===== config.mk =====
export PLATFORM = sky130hd
export DESIGN_NAME = let_front
export DESIGN_NICKNAME = d
export VERILOG_FILES = /design/src/design/let_pkg.sv /design/src/design/let_front.sv
export SDC_FILE = /design/constraint.sdc
export NUM_CORES = 1
export LEC_CHECK = 0
export ABC_AREA = 1
export BUFFER_PORTS_ARGS = -buffer_cell sky130_fd_sc_hd__buf_2
export CAP_MARGIN = 20
export CORE_MARGIN = 5
export CORE_UTILIZATION = 38
export DETAILED_ROUTE_END_ITERATION = 16
export PLACE_DENSITY = 0.6
export SLEW_MARGIN = 10
export SYNTH_ARGS = -nofsm -noshare
export SYNTH_HDL_FRONTEND = slang
export SYNTH_SLANG_ARGS = --single-unit

===== constraint.sdc =====
create_clock -name clock -period 10.3 [get_ports clock]
set_input_delay 2.06 -clock clock [delete_from_list [all_inputs] [get_ports clock]]
set_output_delay 2.06 -clock clock [all_outputs]
set_load 0.01 [all_outputs]

===== src/design/let_pkg.sv =====
`timescale 1ns / 1ps
// ----------------------------------------------------------------------------
// let_pkg: shared types and constants for the line envelope tree
// Opcodes, widths and the front-to-back command record.
// ----------------------------------------------------------------------------
package let_pkg;
   localparam int XBitsDefault = 10;
   localparam int CoefW        = 33;
   localparam int ProdW        = 66;

   localparam logic OP_INSERT = 1'b0;
   localparam logic OP_QUERY  = 1'b1;

   localparam logic [0:0] CSR_MIN_MODE   = 1'b0;
   localparam logic [0:0] CSR_DOMAIN_LOW = 1'b1;

   // command record handed from front to back
   typedef struct packed {
      logic                    opcode;
      logic signed [CoefW-1:0] slope;
      logic signed [CoefW-1:0] icpt;
      logic signed [32:0]      x;
      logic [31:0]             off;
      logic                    oor;
   } cmd_type;
endpackage


===== src/design/let_front.sv =====
`timescale 1ns / 1ps
// ----------------------------------------------------------------------------
// let_front: accepts items, applies mode negation and range check
// Writes a command record into a small queue for the back end.
// ----------------------------------------------------------------------------
module let_front import let_pkg::*; #(
   parameter int XBits = XBitsDefault
) (
   input  logic               clock,
   input  logic               reset,
   input  logic               req_valid,
   input  logic               req_opcode,
   input  logic signed [31:0] req_line_slope,
   input  logic signed [31:0] req_line_intercept,
   input  logic signed [31:0] req_query_x,
   input  logic               min_mode,
   input  logic signed [31:0] domain_low,
   input  logic               pop,
   output logic               full,
   output logic               not_empty,
   output cmd_type            head
);
   localparam int Depth = 2;
   cmd_type          q_ff [Depth];
   logic             wp_ff, wp_in, rp_ff, rp_in;
   logic [1:0]       cnt_ff, cnt_in;
   cmd_type          c;
   logic signed [33:0] off;

   // classify the item
   always_comb begin
      off = 34'(req_query_x) - 34'(domain_low);
      c.opcode = req_opcode;
      c.slope  = min_mode ? -33'(req_line_slope) : 33'(req_line_slope);
      c.icpt   = min_mode ? -33'(req_line_intercept) : 33'(req_line_intercept);
      c.x      = 33'(req_query_x);
      c.off    = off[31:0];
      c.oor    = off[33] || (off[32:0] >= 33'(34'd1 << XBits));
   end

   always_comb begin
      wp_in  = wp_ff ^ req_valid;
      rp_in  = rp_ff ^ pop;
      cnt_in = cnt_ff + 2'(req_valid) - 2'(pop);
   end

   always_ff @(posedge clock) begin
      if (reset) begin
         wp_ff  <= 1'b0;
         rp_ff  <= 1'b0;
         cnt_ff <= '0;
      end else begin
         wp_ff  <= wp_in;
         rp_ff  <= rp_in;
         cnt_ff <= cnt_in;
      end
      if (req_valid) q_ff[wp_ff] <= c;
   end

   assign full      = (cnt_ff == 2'(Depth));
   assign not_empty = (cnt_ff != 2'd0);
   assign head      = q_ff[rp_ff];
endmodule


==> out/results.tsv <==
metric	value	unit
yosysWarnings	0	
r2r-end	q_ff[0][23]	
timing.final.crit_share	0.495	
nNetsFinal	1769	
critPathMaxFanout	72	
clk_pin_slew_worst_paths	0.06	ns
synth_largest_type_area_fraction	0.565	
first_iter_violations	470	
grt_antenna_before_repair	0	
layout.cells.non_filler	2089	
wl	35.6	mm
ys_top_cells_by_count	292 x nand2_1, 264 x edfxtp_1, 210 x inv_1	
io_pins	269	
ys_seq_area_frac	0.570	
finalPower	2.92	mW
rsz0062_at_grt	no	
finalCriticalPeriod	5.10	ns
arrival	3.04	ns
worstSetupPathType	reg -> out	
hp-class	reg -> reg	
synth_edf_count	264	
fmax	196	MHz
place_area	15900	um2
critPathCapture	head[122]	
r2r_slack	7.74	ns
synth.area.top_cells	edfxtp_1 56%, mux2_2 11%, nand2_1 7.8%, inv_1 5.6%, ha_1 3.4%	
p_seq_frac	0.460	
drv_cap	0	
num_vias	9972	
start_util	0.384	
grt_pass1_wl	54.9	mm
coreArea	36500	um2
synthFlopType	edfxtp_1	
slew_violations	0	
grt-ovfl-total	0	
insertion_delay	0.57	ns
grt.total_usage	0.168	
p_leak	7.36	nW
r2r_cells	3	
drive_above_1_share	0.300	
detail_route.vias_per_cell	4.77	
cts_resized	0	
die-area	40900	um2
clock_path_buffers	3	
syn_to_final_growth	20.6	%
pre_cts_slack	5.72	ns
max_slew.worst_pin.slew	1.06	ns
numCtsBuffers	30	
crit_path_start	rp_ff	
p_sw_frac	0.264	
cts.sinks	268	
num_rows	70	
slew_headroom	0.290	
synth.most_common_cell	nand2_1	
ant_nets	0	
yosys.area.top_type	edfxtp_1	
p_sw	0.771	mW
grt_max_degree	73	
firstDrtPassIters	5	
cts_root_buf	clkbuf_16	
cp-start-kind	flip-flop	
r2r_start	wp_ff	
die_h	202	um
detail_route.wl_per_cell	17.0	um
outcome	completed	
ys_types	46	
finalClockSkew	0.00857	ns
ir_worst_vdd	0.131	mV
syn_inst	1313	
power_frac_comb	0.176	
end_kind	output port	
drc	0	
place_congestion	0.916	
cts-hold-fix-buffers	0	
cellPowerDensity	173	nW/um2
dp.cells	2032	
p_int	2.15	mW
fp.dieW	202	um
fin_area	16900	um2
async_flop_share	0	
grt_pass1_vias	10000	
setup_viol_count_final	0	
port-buffer-count	268	
cts_tree	done	
hpwl	27.1	mm
clkPwrFrac	0.364	
cp.required	8.24	ns
htree_levels	1	
tns	0	ns
finalHoldViolCount	0	
synth_area	14000	um2
timing.final.ws_setup	5.20	ns
yosys_register_bits	268	
syn_nets	1486	
post_cts_buffers	0	
syn_avg_cell_area	10.7	um2
==> cell type report <==
class / instances / area [um2]
antenna: 1 / 2.50
clock buffer: 36 / 773
clock inverter: 20 / 213
fill: 3445 / 19600
inverter: 214 / 803
multi-input combinational: 809 / 5160
sequential: 268 / 8010
tap: 468 / 586
timing repair buffer: 273 / 1380
==> flip-flops by register name, indices dropped and copies added (netlist names) <==
| name | cells |
|---|---|
| q_ff | 264 |
| cnt_ff | 2 |
| rp_ff | 1 |
| wp_ff | 1 |
==> power groups by stage <==
stage	combinational, mW	clock (mW)	sequential [mW]
6_report	0.514	1.06	1.34
5_1_grt	0.572	1.14	1.35
4_1_cts	0.523	1.09	1.34
3_5_place_dp	0.520	0	1.37
3_3_place_gp	0.512	0	1.37
2_1_floorplan	0.336	0	1.35
==> cells in the final DEF (no fill, tap or decap), types with 3 or more instances in the layout <==
cell type and n:
buf_2 268, bufinv_16 4, clkinv_1 10, nand3_1 46
buf_4 5, edfxtp_1 264, inv_1 210, xor2_1 54
o21ai_1 6, nand4_1 16, nand2_2 5, xnor2_1 17
inv_2 3, nand2_1 292, nand3_2 6, a21oi_1 28
a31oi_1 4, nand3b_1 5, nor2_1 91, o21ai_0 15
clkbuf_1 6, mux2_2 132, nor3_1 16, clkbuf_16 30
nor2_2 12, dfxtp_1 3, ha_1 36
==> how the worst min path moves through the flow <==
stage              start        end  slack [ns]  cells after the start
2_1_floorplan      wp_ff      wp_ff        0.52                      3
3_3_place_gp   cnt_ff[1]  cnt_ff[1]        0.59                      3
3_5_place_dp   cnt_ff[1]  cnt_ff[1]        0.60                      3
4_1_cts        cnt_ff[1]  cnt_ff[1]        0.61                      3
5_1_grt            wp_ff      wp_ff        0.67                      3
6_report       cnt_ff[1]  cnt_ff[1]        0.60                      3
==> metal layers <==
metal  vias to the layer above  track usage  wire (um)
met3                        47       0.0337       1920
met4                         0       0.0410        844
li1                       4939            -          -
met1                      4700        0.220      15700
met2                       286        0.289      17200
met5                         -            0          0
==> critical path, cell delays in order, from the launching register on <==
cell and delay, ns:
dfxtp_4 1.06, buf_4 0.75, mux2_2 0.42, buf_2 0.14
==> metrics by stage <==
step,hold WS [ns],utilization
2_1_floorplan,0.519,-
3_3_place_gp,0.587,0.436
3_5_place_dp,0.599,0.436
4_1_cts,0.607,0.463
5_1_grt,0.667,0.463
6_report,0.605,0.463
==> logic make-up (layout without fill, tap and decap cells) <==
kind of cell               after synthesis  in the layout  share of synthesized area
and+or+nand+nor                        504            504                      0.155
DFF                                    268            268                      0.570
buffers and inverters                  236            543                     0.0640
muxes                                  132            132                      0.106
xor gates and xnor gates                71             71                     0.0443
AOI/OAI and AO/OA                       63             63                     0.0252
adders and majority gates               39             39                     0.0353
other                                    0              1                          0
Power figures use the tool's default switching activity.
